File: src/rtl/i2cm_pkg.sv
// ---------------------------------------------------------------------------
// i2c master byte engine package
// command codes, phase codes and the result item type
// ---------------------------------------------------------------------------
`default_nettype none

package i2cm_pkg;

    typedef enum logic [2:0] {
        OP_IDLE  = 3'd0,
        OP_START = 3'd1,
        OP_STOP  = 3'd2,
        OP_WRITE = 3'd3,
        OP_READ  = 3'd4,
        OP_ACK   = 3'd5,
        OP_NACK  = 3'd6
    } t_op;

    localparam logic [2:0] PH_A = 3'd0;
    localparam logic [2:0] PH_B = 3'd1;
    localparam logic [2:0] PH_C = 3'd2;
    localparam logic [2:0] PH_D = 3'd3;

    localparam logic [3:0] BYTE_BITS   = 4'd8;
    localparam logic [7:0] HALF_PERIOD_RST = 8'd30;

    typedef struct packed {
        logic       scl_drive_low;
        logic       sda_drive_low;
        logic       busy_res;
        logic       done_res;
        logic [7:0] read_byte;
        logic       ack_error;
    } t_res;

    // wait counter load for a phase of n ticks, at least one
    function automatic logic [8:0] wait_len(input logic [8:0] n);
        logic [8:0] r;
        r = (n == 9'd0) ? 9'd0 : n - 9'd1;
        return r;
    endfunction

endpackage

`default_nettype wire

File: src/rtl/i2cm_if.sv
// ---------------------------------------------------------------------------
// i2c master byte engine channels
// command, result and configuration handshake interfaces
// ---------------------------------------------------------------------------
`default_nettype none

interface i2cm_cmd_if;
    logic       valid;
    logic       ready;
    logic [2:0] func;
    logic [7:0] write_byte;
    logic       sda_in;

    modport source (output valid, func, write_byte, sda_in, input ready);
    modport sink   (input valid, func, write_byte, sda_in, output ready);
endinterface

interface i2cm_res_if;
    logic       valid;
    logic       ready;
    logic       scl_drive_low;
    logic       sda_drive_low;
    logic       busy_res;
    logic       done_res;
    logic [7:0] read_byte;
    logic       ack_error;

    modport source (output valid, scl_drive_low, sda_drive_low, busy_res, done_res,
                    read_byte, ack_error, input ready);
    modport sink   (input valid, scl_drive_low, sda_drive_low, busy_res, done_res,
                    read_byte, ack_error, output ready);
endinterface

interface i2cm_cfg_if;
    logic       valid;
    logic       ready;
    logic [7:0] half_period;

    modport source (output valid, half_period, input ready);
    modport sink   (input valid, half_period, output ready);
endinterface

`default_nettype wire

File: src/rtl/i2c_master_byte_engine_top.sv
// each accepted command tick's result item is registered in the output or skid stage
// throughput: one item per cycle while the skid stage is empty, set by the state update
// an output register plus one skid stage keep input taken while a result waits
// reset (synchronous, active low) clears the bus state, the output stages
// and sets the half period back to 30 ticks
// ---------------------------------------------------------------------------
// i2c master byte engine top level
// per-tick i2c master: start, stop, byte write/read, ack and nack
// ---------------------------------------------------------------------------
`default_nettype none

module i2c_master_byte_engine_top
    import i2cm_pkg::*;
(
    input  wire        i_clk,
    input  wire        i_rst_n,
    i2cm_cfg_if.sink   i_cfg,
    i2cm_cmd_if.sink   i_cmd,
    i2cm_res_if.source o_res
);

    logic [7:0] r_half_period;
    t_op        r_op,    n_op;
    logic [2:0] r_phase, n_phase;
    logic [3:0] r_bits,  n_bits;
    logic [7:0] r_shift, n_shift;
    logic [8:0] r_wait,  n_wait;
    logic       r_scl,   n_scl;
    logic       r_sda,   n_sda;
    logic       r_ack,   n_ack;
    logic       done;
    logic       accept;
    logic       pop;
    t_res       res;
    t_res       r_out;
    t_res       r_skid;
    logic       r_out_valid;
    logic       r_skid_valid;
    logic [8:0] h9;
    logic [7:0] rot;

    assign i_cfg.ready = 1'b1;
    assign i_cmd.ready = !r_skid_valid;
    assign accept      = i_cmd.valid && i_cmd.ready;
    assign pop         = r_out_valid && o_res.ready;
    assign h9          = {1'b0, r_half_period};
    assign rot         = {r_shift[6:0], r_shift[7]};

    always_ff @(posedge i_clk) begin
        if (!i_rst_n) begin
            r_half_period <= HALF_PERIOD_RST;
        end else if (i_cfg.valid) begin
            r_half_period <= i_cfg.half_period;
        end
    end

    // next state for one tick
    always_comb begin
        n_op    = r_op;
        n_phase = r_phase;
        n_bits  = r_bits;
        n_shift = r_shift;
        n_wait  = r_wait;
        n_scl   = r_scl;
        n_sda   = r_sda;
        n_ack   = r_ack;
        done    = 1'b0;
        if (accept) begin
            if (r_op == OP_IDLE) begin
                if (i_cmd.func >= 3'(OP_START) && i_cmd.func <= 3'(OP_NACK)) begin
                    n_op    = t_op'(i_cmd.func);
                    n_phase = PH_A;
                    n_wait  = wait_len(h9);
                    case (t_op'(i_cmd.func))
                        OP_START: begin
                            n_sda = 1'b1;
                        end
                        OP_STOP: begin
                            n_scl = 1'b1;
                            n_sda = 1'b1;
                        end
                        OP_WRITE: begin
                            n_shift = i_cmd.write_byte;
                            n_bits  = BYTE_BITS;
                            n_scl   = 1'b1;
                            n_sda   = ~i_cmd.write_byte[7];
                        end
                        OP_READ: begin
                            n_bits = BYTE_BITS;
                            n_scl  = 1'b1;
                            n_sda  = 1'b0;
                        end
                        OP_ACK: begin
                            n_scl = 1'b1;
                            n_sda = 1'b1;
                        end
                        default: begin
                            n_scl = 1'b1;
                            n_sda = 1'b0;
                        end
                    endcase
                end
            end else if (r_wait != 9'd0) begin
                n_wait = r_wait - 9'd1;
            end else begin
                case (r_op)
                    OP_STOP: begin
                        if (r_phase == PH_A) begin
                            n_phase = PH_B;
                            n_scl   = 1'b0;
                            n_wait  = wait_len({r_half_period, 1'b0});
                        end else if (r_phase == PH_B) begin
                            n_phase = PH_C;
                            n_sda   = 1'b0;
                            n_wait  = wait_len({2'b00, r_half_period[7:1]});
                        end else begin
                            done = 1'b1;
                        end
                    end
                    OP_WRITE: begin
                        if (r_phase == PH_A) begin
                            n_phase = PH_B;
                            n_scl   = 1'b0;
                            n_wait  = wait_len(h9);
                        end else if (r_phase == PH_B) begin
                            n_shift = rot;
                            n_wait  = wait_len(h9);
                            n_scl   = 1'b1;
                            if (r_bits > 4'd1) begin
                                n_bits  = r_bits - 4'd1;
                                n_phase = PH_A;
                                n_sda   = ~rot[7];
                            end else begin
                                n_bits  = 4'd0;
                                n_phase = PH_C;
                                n_sda   = 1'b0;
                            end
                        end else if (r_phase == PH_C) begin
                            n_phase = PH_D;
                            n_scl   = 1'b0;
                            n_sda   = 1'b0;
                            n_wait  = wait_len(h9);
                        end else begin
                            if (r_phase == PH_D) begin
                                n_ack = i_cmd.sda_in;
                            end
                            done = 1'b1;
                        end
                    end
                    OP_READ: begin
                        if (r_phase == PH_A) begin
                            n_phase = PH_B;
                            n_scl   = 1'b0;
                            n_wait  = wait_len(h9);
                        end else if (r_phase == PH_B) begin
                            n_shift = {r_shift[6:0], i_cmd.sda_in};
                            if (r_bits > 4'd1) begin
                                n_bits  = r_bits - 4'd1;
                                n_phase = PH_A;
                                n_scl   = 1'b1;
                                n_sda   = 1'b0;
                                n_wait  = wait_len(h9);
                            end else begin
                                n_bits = 4'd0;
                                done   = 1'b1;
                            end
                        end else begin
                            done = 1'b1;
                        end
                    end
                    OP_ACK, OP_NACK: begin
                        if (r_phase == PH_A) begin
                            n_phase = PH_B;
                            n_scl   = 1'b0;
                            n_wait  = wait_len(h9);
                        end else begin
                            if (r_phase == PH_B) begin
                                n_ack = i_cmd.sda_in;
                            end
                            done = 1'b1;
                        end
                    end
                    default: begin
                        done = 1'b1;
                    end
                endcase
                if (done) begin
                    n_op    = OP_IDLE;
                    n_phase = PH_A;
                    n_wait  = 9'd0;
                end
            end
        end
    end

    always_comb begin
        res.scl_drive_low = n_scl;
        res.sda_drive_low = n_sda;
        res.busy_res      = (n_op != OP_IDLE);
        res.done_res      = done;
        res.read_byte     = n_shift;
        res.ack_error     = n_ack;
    end

    always_ff @(posedge i_clk) begin
        if (!i_rst_n) begin
            r_op    <= OP_IDLE;
            r_phase <= PH_A;
            r_bits  <= 4'd0;
            r_shift <= 8'd0;
            r_wait  <= 9'd0;
            r_scl   <= 1'b0;
            r_sda   <= 1'b0;
            r_ack   <= 1'b0;
        end else begin
            r_op    <= n_op;
            r_phase <= n_phase;
            r_bits  <= n_bits;
            r_shift <= n_shift;
            r_wait  <= n_wait;
            r_scl   <= n_scl;
            r_sda   <= n_sda;
            r_ack   <= n_ack;
        end
    end

    // output register with skid stage
    always_ff @(posedge i_clk) begin
        if (!i_rst_n) begin
            r_out_valid  <= 1'b0;
            r_skid_valid <= 1'b0;
        end else if (r_skid_valid) begin
            if (pop) begin
                r_skid_valid <= 1'b0;
            end
        end else if (accept) begin
            if (!r_out_valid || pop) begin
                r_out_valid <= 1'b1;
            end else begin
                r_skid_valid <= 1'b1;
            end
        end else if (pop) begin
            r_out_valid <= 1'b0;
        end
    end

    always_ff @(posedge i_clk) begin
        if (r_skid_valid) begin
            if (pop) begin
                r_out <= r_skid;
            end
        end else if (accept) begin
            if (!r_out_valid || pop) begin
                r_out <= res;
            end else begin
                r_skid <= res;
            end
        end
    end

    assign o_res.valid         = r_out_valid;
    assign o_res.scl_drive_low = r_out.scl_drive_low;
    assign o_res.sda_drive_low = r_out.sda_drive_low;
    assign o_res.busy_res      = r_out.busy_res;
    assign o_res.done_res      = r_out.done_res;
    assign o_res.read_byte     = r_out.read_byte;
    assign o_res.ack_error     = r_out.ack_error;

endmodule

`default_nettype wire

File: src/flat_wrapper.sv
// flat-port wrapper written by rule: the top's interface ports become plain ports
module i2c_master_byte_engine_top_flat import i2cm_pkg::*;
  (i_clk, i_rst_n, i_cfg_valid, i_cfg_half_period, i_cfg_ready, i_cmd_valid, i_cmd_func, i_cmd_write_byte, i_cmd_sda_in, i_cmd_ready, o_res_valid, o_res_scl_drive_low, o_res_sda_drive_low, o_res_busy_res, o_res_done_res, o_res_read_byte, o_res_ack_error, o_res_ready);
  i2cm_cfg_if i_cfg_i ();
  i2cm_cmd_if i_cmd_i ();
  i2cm_res_if o_res_i ();
  input  wire i_clk;
  input  wire i_rst_n;
  input wire logic [$bits(i_cfg_i.valid)-1:0] i_cfg_valid;
  input wire logic [$bits(i_cfg_i.half_period)-1:0] i_cfg_half_period;
  output wire logic [$bits(i_cfg_i.ready)-1:0] i_cfg_ready;
  input wire logic [$bits(i_cmd_i.valid)-1:0] i_cmd_valid;
  input wire logic [$bits(i_cmd_i.func)-1:0] i_cmd_func;
  input wire logic [$bits(i_cmd_i.write_byte)-1:0] i_cmd_write_byte;
  input wire logic [$bits(i_cmd_i.sda_in)-1:0] i_cmd_sda_in;
  output wire logic [$bits(i_cmd_i.ready)-1:0] i_cmd_ready;
  output wire logic [$bits(o_res_i.valid)-1:0] o_res_valid;
  output wire logic [$bits(o_res_i.scl_drive_low)-1:0] o_res_scl_drive_low;
  output wire logic [$bits(o_res_i.sda_drive_low)-1:0] o_res_sda_drive_low;
  output wire logic [$bits(o_res_i.busy_res)-1:0] o_res_busy_res;
  output wire logic [$bits(o_res_i.done_res)-1:0] o_res_done_res;
  output wire logic [$bits(o_res_i.read_byte)-1:0] o_res_read_byte;
  output wire logic [$bits(o_res_i.ack_error)-1:0] o_res_ack_error;
  input wire logic [$bits(o_res_i.ready)-1:0] o_res_ready;
  assign i_cfg_i.valid = i_cfg_valid;
  assign i_cfg_i.half_period = i_cfg_half_period;
  assign i_cfg_ready = i_cfg_i.ready;
  assign i_cmd_i.valid = i_cmd_valid;
  assign i_cmd_i.func = i_cmd_func;
  assign i_cmd_i.write_byte = i_cmd_write_byte;
  assign i_cmd_i.sda_in = i_cmd_sda_in;
  assign i_cmd_ready = i_cmd_i.ready;
  assign o_res_valid = o_res_i.valid;
  assign o_res_scl_drive_low = o_res_i.scl_drive_low;
  assign o_res_sda_drive_low = o_res_i.sda_drive_low;
  assign o_res_busy_res = o_res_i.busy_res;
  assign o_res_done_res = o_res_i.done_res;
  assign o_res_read_byte = o_res_i.read_byte;
  assign o_res_ack_error = o_res_i.ack_error;
  assign o_res_i.ready = o_res_ready;
  i2c_master_byte_engine_top u_core (.i_clk(i_clk), .i_rst_n(i_rst_n), .i_cfg(i_cfg_i), .i_cmd(i_cmd_i), .o_res(o_res_i));
endmodule
File: config.mk
export PLATFORM = sky130hd
export DESIGN_NAME = i2c_master_byte_engine_top_flat
export DESIGN_NICKNAME = d
export VERILOG_FILES = /design/src/rtl/i2cm_pkg.sv /design/src/rtl/i2cm_if.sv /design/src/rtl/i2c_master_byte_engine_top.sv /design/src/flat_wrapper.sv
export SDC_FILE = /design/constraint.sdc
export NUM_CORES = 1
export LEC_CHECK = 0
export BUFFER_PORTS_ARGS = -buffer_cell sky130_fd_sc_hd__buf_4
export CAP_MARGIN = 5
export CORE_UTILIZATION = 59
export CTS_CLUSTER_DIAMETER = 40
export DETAILED_ROUTE_END_ITERATION = 6
export HOLD_SLACK_MARGIN = 0.15
export MAX_ROUTING_LAYER = met4
export PLACE_DENSITY_LB_ADDON = 0.25
export RECOVER_POWER = 25
export SLEW_MARGIN = 20
export SYNTH_ARGS = -nofsm -noshare
export SYNTH_HDL_FRONTEND = slang
export SYNTH_SLANG_ARGS = --single-unit
export TNS_END_PERCENT = 5
File: constraint.sdc
create_clock -name i_clk -period 3.2 [get_ports i_clk]
set_clock_uncertainty 0.2 [all_clocks]
set_input_delay 0.8 -clock i_clk [delete_from_list [all_inputs] [get_ports i_clk]]
set_output_delay 0.8 -clock i_clk [all_outputs]
set_load 0.01 [all_outputs]
# ---- Word level (Yosys, flattened, before mapping)
# Index checks and enable logic that the tools add are counted.
dict set report totals {
  ff_bits 66
  input_bits 25
  output_inout_bits 16
  elab_cells 214
}
dict set report op_classes {
  addsub 5
  magnitude_cmp 3
  n_eq_ne 29
  n_mux 119
  bitwise 4
  reduce_logical 31
}
# op n
set ops {}
lappend ops {{$mux W9} 16}
lappend ops {{$mux W8} 9}
lappend ops {{$mux W1} 55}
lappend ops {{$mux W3} 18}
lappend ops {{$mux W13} 4}
lappend ops {{$pmux W9 S4} 1}
lappend ops {{$mux W4} 8}
lappend ops {{$ne A6 B1 Y1 const B} 4}
lappend ops {{$ne A5 B1 Y1 const B} 4}
lappend ops {{$eq A3 B2 Y1 const B} 6}
lappend ops {{$sub A9 B1 Y9 const B} 2}
lappend ops {{$pmux W8 S2} 1}
lappend ops {{$eq A3 B3 Y1 const B} 5}
lappend ops {{$pmux W3 S4} 1}
lappend ops {{$reduce_bool A2 Y1} 5}
lappend ops {{$logic_not A9 Y1} 1}
lappend ops {{$reduce_and A3 Y1} 3}
lappend ops {{$reduce_and A9 Y1} 1}
lappend ops {{$reduce_bool A9 Y1} 1}
lappend ops {{$sub A8 B1 Y9 const B} 1}
lappend ops {{$logic_not A8 Y1} 1}
lappend ops {{$reduce_and A8 Y1} 1}
lappend ops {{$sub A7 B1 Y8 const B} 1}
lappend ops {{$logic_not A7 Y1} 1}
lappend ops {{24 further kinds} 41}

# ---- Depth between registers and ports, before layout
dict set report depth {
  word_depth 16
  mapped_depth 9
  mapped_depth_nobuf 8
}

# ---- Least setup slack after synthesis
# No wires, ideal clock.
dict set report synth_timing {
  kind {input port to flip-flop}
  start {input i_cmd_valid}
  end {register u_core.r_out, in the netlist u_core.o_res.ack_error (enable)}
  setup_ns 0.387
  arrival_time_ns 2.162
  t_required_ns 2.613
  slack_ns 0.451
  stages 4
  path_buffers 1
  cell_sequence {nor2b_1 -> clkbuf_1 -> a21oi_1 -> a21oi_1}
}
dict set report synth_between {
  elab_chain_len 3
}
# item line
set synth_rtl {}
lappend synth_rtl {{start, declared} flat_wrapper.sv:12} ;# input wire logic [$bits(i_cmd_i.valid)-1:0] i_cmd_valid;
lappend synth_rtl {{$logic_and A1 B1 Y1} i2c_master_byte_engine_top.sv:44} ;# assign accept = i_cmd.valid && i_cmd.ready;
lappend synth_rtl {{$reduce_bool A2 Y1 (no source line)} --}
lappend synth_rtl {{$reduce_and A3 Y1 (no source line)} --}
lappend synth_rtl {{end signal, assigned} i2c_master_byte_engine_top.sv:250} ;# r_out <= r_skid;
lappend synth_rtl {{end signal, assigned} i2c_master_byte_engine_top.sv:254} ;# r_out <= res;
lappend synth_rtl {{end, declared} i2c_master_byte_engine_top.sv:35} ;# t_res r_out;
# Every way passes these cells.
# A chain may end at the register's enable or synchronous reset.

# ---- Worst setup path in the final report
dict set report layout_timing {
  start {register u_core.r_op[2]}
  end {register u_core.r_out, in the netlist u_core.o_res.read_byte[2] (data pin)}
}
dict set report layout_between {
  elab_chain_len 8
  elab_cells_between_ends 10
  classes_between {eq/ne (2); mux (7); reduce/logical (1)}
}
# item line
set layout_rtl {}
lappend layout_rtl {{start, declared} i2c_master_byte_engine_top.sv:23} ;# t_op r_op, n_op;
lappend layout_rtl {{start signal, assigned} i2c_master_byte_engine_top.sv:216} ;# r_op <= n_op;
lappend layout_rtl {{$eq A3 B3 Y1 / $eq A3 B2 Y1 (equally long branches)} i2c_master_byte_engine_top.sv:106} ;# case (r_op)
lappend layout_rtl {{$pmux W8 S2} i2c_master_byte_engine_top.sv:106}
lappend layout_rtl {{$mux W8} i2c_master_byte_engine_top.sv:103} ;# end else if (r_wait != 9'd0) begin
lappend layout_rtl {{$mux W8 *} i2c_master_byte_engine_top.sv:69} ;# if (r_op == OP_IDLE) begin
lappend layout_rtl {{$mux W8 *} i2c_master_byte_engine_top.sv:68} ;# if (accept) begin
lappend layout_rtl {{named net u_core.n_shift[2]} i2c_master_byte_engine_top.sv:26} ;# logic [7:0] r_shift, n_shift;
lappend layout_rtl {{$mux W13 *} i2c_master_byte_engine_top.sv:253} ;# if (!r_out_valid || pop) begin
lappend layout_rtl {{$mux W13 *} i2c_master_byte_engine_top.sv:252} ;# end else if (accept) begin
lappend layout_rtl {{$mux W13 *} i2c_master_byte_engine_top.sv:248} ;# if (r_skid_valid) begin
# Mark *: on every way through the listed nets, which the timed path passes. The rest lies on a longest branch. The select of a mux whose other input is x is not followed.

==> results.md <==
* Root Buffer: clkbuf_8
* Sequential-to-total area share from yosys stat at 0.395
* Number of enable flip-flop cells after synthesis at 26
* Largest net degree at the start of global routing at 23
* Antenna diode count at 0
* PD cells at roughly 540 nW/µm²
* R2r worst-path depth at 6
* Initial core utilization at 0.615
* Htree depth at 3
* Crit Path Class: reg -> reg
* Leakage at 1.72 nW
* Fillers at 517
* #FFs+latches synth at 65
* Commonest non-fill, non-tap cell in the layout: nor2_1
* Vias per cell at 6.50
* Cts bufs inserted at 9
* Largest cells by area after synthesis: dfxtp_1 (20%), edfxtp_1 (20%), a21oi_1 (4.4%), o21ai_0 (4.4%), nor2_1 (4.4%)
* Worst Hold Margin at 0.278 ns
* Pre-CTS setup slack at 0.463 ns
* Post-synth cell types at between 60 and 70
* Residual DRC count at 5
* Post-layout util at 0.693
* Worst setup SP type: flop
* CTS resizes at 0
* Hold path cells at 2
* Worst setup margin at 0.329 ns
* Achievable Freq at 348 MHz
* Syn Nets at 492
* First-pass GRT wire length at 16500 µm
* Share of cells above drive strength 1 at 0.160
* Port bufs at 39
* Syn_area_per_cell at roughly 8.6 µm²
* Finished Cell Area at 4450 µm²
* GP Congestion at 0.969
* R2r endpoint: u_core.o_res.read_byte[2]$_DFFE_PP_
* Unrepaired setup endpoints after global routing: false
* Commonest non-fill, non-tap cells in the layout: nor2_1 (46), dfxtp_1 (39), nand2_1 (36)
* Final setup viols at 0
* Register Area at 1560 µm²
* Clk buf depth at 2
* Endpoint class of the critical path: flop
* Max IR drop VDD at 0.401 mV
* Area grow syn2layout at 12.6%
* Rows at 29
* Via count at 3719
* MaxCap Viol Count at 0
* Final hold violations at 0
* Hold bufs inserted after CTS at 0
* Yosys top cell area share at 0.198
* First-pass detailed-route iteration total at 7
* RR Startpoint: u_core.r_op[2]$_SDFF_PN0_
* Nets@finish at 521
* I/O pin cnt at 41
* Cell taking the most area after synthesis: dfxtp_1
* Post-synthesis cell area at between 3000 and 4000 µm²
* Metal-1 WL at 4360 µm
* Total Die Area at roughly 7000 µm²
* Clk_lat worst skew at 0.36 ns
* Setup Buffers After CTS at 0
* Clk sinks at 65
* Failing checks: design-rule violations
* Number of global-route vias before repair at around 3500
* DR WL/cell at 18.0 µm
* Met3 WL at 745 µm
* Non-filler cells, final at about 570
* Placed cell area at around 4300 µm²
* Die height at 83.8 µm
* Min Tclk post-route at between 2 and 3 ns
* Dominant synthesized flop cell: dfxtp_1
* Synth Instances at ~460
* Overflow after GRT at 0
* Initial drt markers at ~320
* Yosys warnings at 0
* Met2 wire len at 4950 µm
* Required @ worst endpoint at 3.23 ns
* Hold EP: u_core.r_bits[1]$_SDFFE_PN0P_
* Worst R2R Setup Slack at 0.33 ns
* Initial antenna violation count at 0
* DIE WIDTH at about 84 µm
* Worst slew pin tran at ~0.94 ns
* Final period utilization at 0.897
* Clk slew on worst S/H paths at ~0.080 ns
* CP Max Fanout at 16
* CTS tree: built
* Setup_tns at 0 ns
* Post-DP HPWL at about 7000 µm
* Post-route ant nets at 0
* Ys async rst share at 0
* Area of the multi-input gates at around 2200 µm²
* Final Max Tran Viols at 0
* GR Util All Layers at 0.308
* Relative slew margins at 0.372
* Total design power at about 2.4 mW
* DP Cell Count at 556
* Total routed wirelength at 10300 µm
* Worst path arrival time at 2.90 ns
* DR top layer: met4
* Hold Path Origin: u_core.r_bits[1]$_SDFFE_PN0P_
* Status: finished with violations
* Core area at between 6000 and 7000 µm²
* Hold/Removal Path Class: reg -> reg
synth_stat cells, drive strengths merged, types with 7 or more instances:
master,count
dfxtp,39
and2,7
nor2,46
mux2,9
clkbuf,25
nand2b,7
mux2i,13
a21oi,36
nand3,12
nor3,13
o211ai,11
edfxtp,26
o22ai,9
inv,18
buf,8
nand2,36
a31oi,9
o21ai,39
power breakdown:
| group | internal [mW] | leakage (nW) | switching (mW) |
|---|---|---|---|
| clock | 0.445 | 0.110 | 0.357 |
| sequential | 0.952 | 0.566 | 0.0790 |
| combinational | 0.239 | 1.04 | 0.352 |
flip-flops by register name, summed over array words and instances (netlist names):
name                        count
u_core.r_op                     3
u_core.r_scl                    1
u_core.o_res.ack_error          1
u_core.o_res.busy_res           1
u_core.r_phase                  2
u_core.o_res.sda_drive_low      1
u_core.o_res.read_byte          8
u_core.r_skid                  13
u_core.r_shift                  8
u_core.r_ack                    1
u_core.r_sda                    1
u_core.r_wait                   9
u_core.o_res.done_res           1
u_core.r_half_period            8
u_core.o_res.scl_drive_low      1
u_core.o_res.valid              1
u_core.r_skid_valid             1
u_core.r_bits                   4
layout make-up:
cell class                 instances  area share
clock buffer                       9      0.0278
sequential                        65       0.351
tap                               77      0.0217
multi-input combinational        345       0.490
timing repair buffer              51      0.0717
clock inverter                     7      0.0231
inverter                          18      0.0152
how the worst max path moves through the flow:
stage / depth (start not counted) / end / startpoint
after floorplan: 4 / u_core.o_res.ack_error$_DFFE_PP_ / i_cmd_valid
after global placement: 7 / u_core.o_res.read_byte[0]$_DFFE_PP_ / u_core.r_op[0]$_SDFF_PN0_
after detailed placement: 6 / u_core.o_res.read_byte[7]$_DFFE_PP_ / u_core.r_op[2]$_SDFF_PN0_
after CTS: 6 / u_core.o_res.read_byte[1]$_DFFE_PP_ / u_core.r_op[2]$_SDFF_PN0_
after global routing: 6 / u_core.o_res.read_byte[1]$_DFFE_PP_ / u_core.r_op[2]$_SDFF_PN0_
final: 6 / u_core.o_res.read_byte[2]$_DFFE_PP_ / u_core.r_op[2]$_SDFF_PN0_
cells by family after synthesis:
group                    count (synthesis)  synth area share
XOR/XNOR                                 9            0.0200
buffers and inverters                   51            0.0532
flip-flops                              65             0.395
AO/OA/AOI/OAI                          144             0.233
multiplexers                            22            0.0586
AND/OR/NAND/NOR                        163             0.220
adder cells (fa/ha/maj)                  6            0.0190
other                                    1          0.000949
worst max-delay path, cell delays in order (launching register included):
cell and delay, ns:
dfxtp_1 0.65, nor3b_1 0.50, o2111ai_2 0.37, a21oi_2 0.45, nor2_1 0.07, a21oi_1 0.28
mux2_2 0.21
metal layers:
metal,GRT usage,vias up
met2,0.487,195
met4,0.139,0
li1,-,1749
met1,0.385,1751
met5,-,-
met3,0.0544,24
No activity file was read; power rests on OpenSTA's default activity.
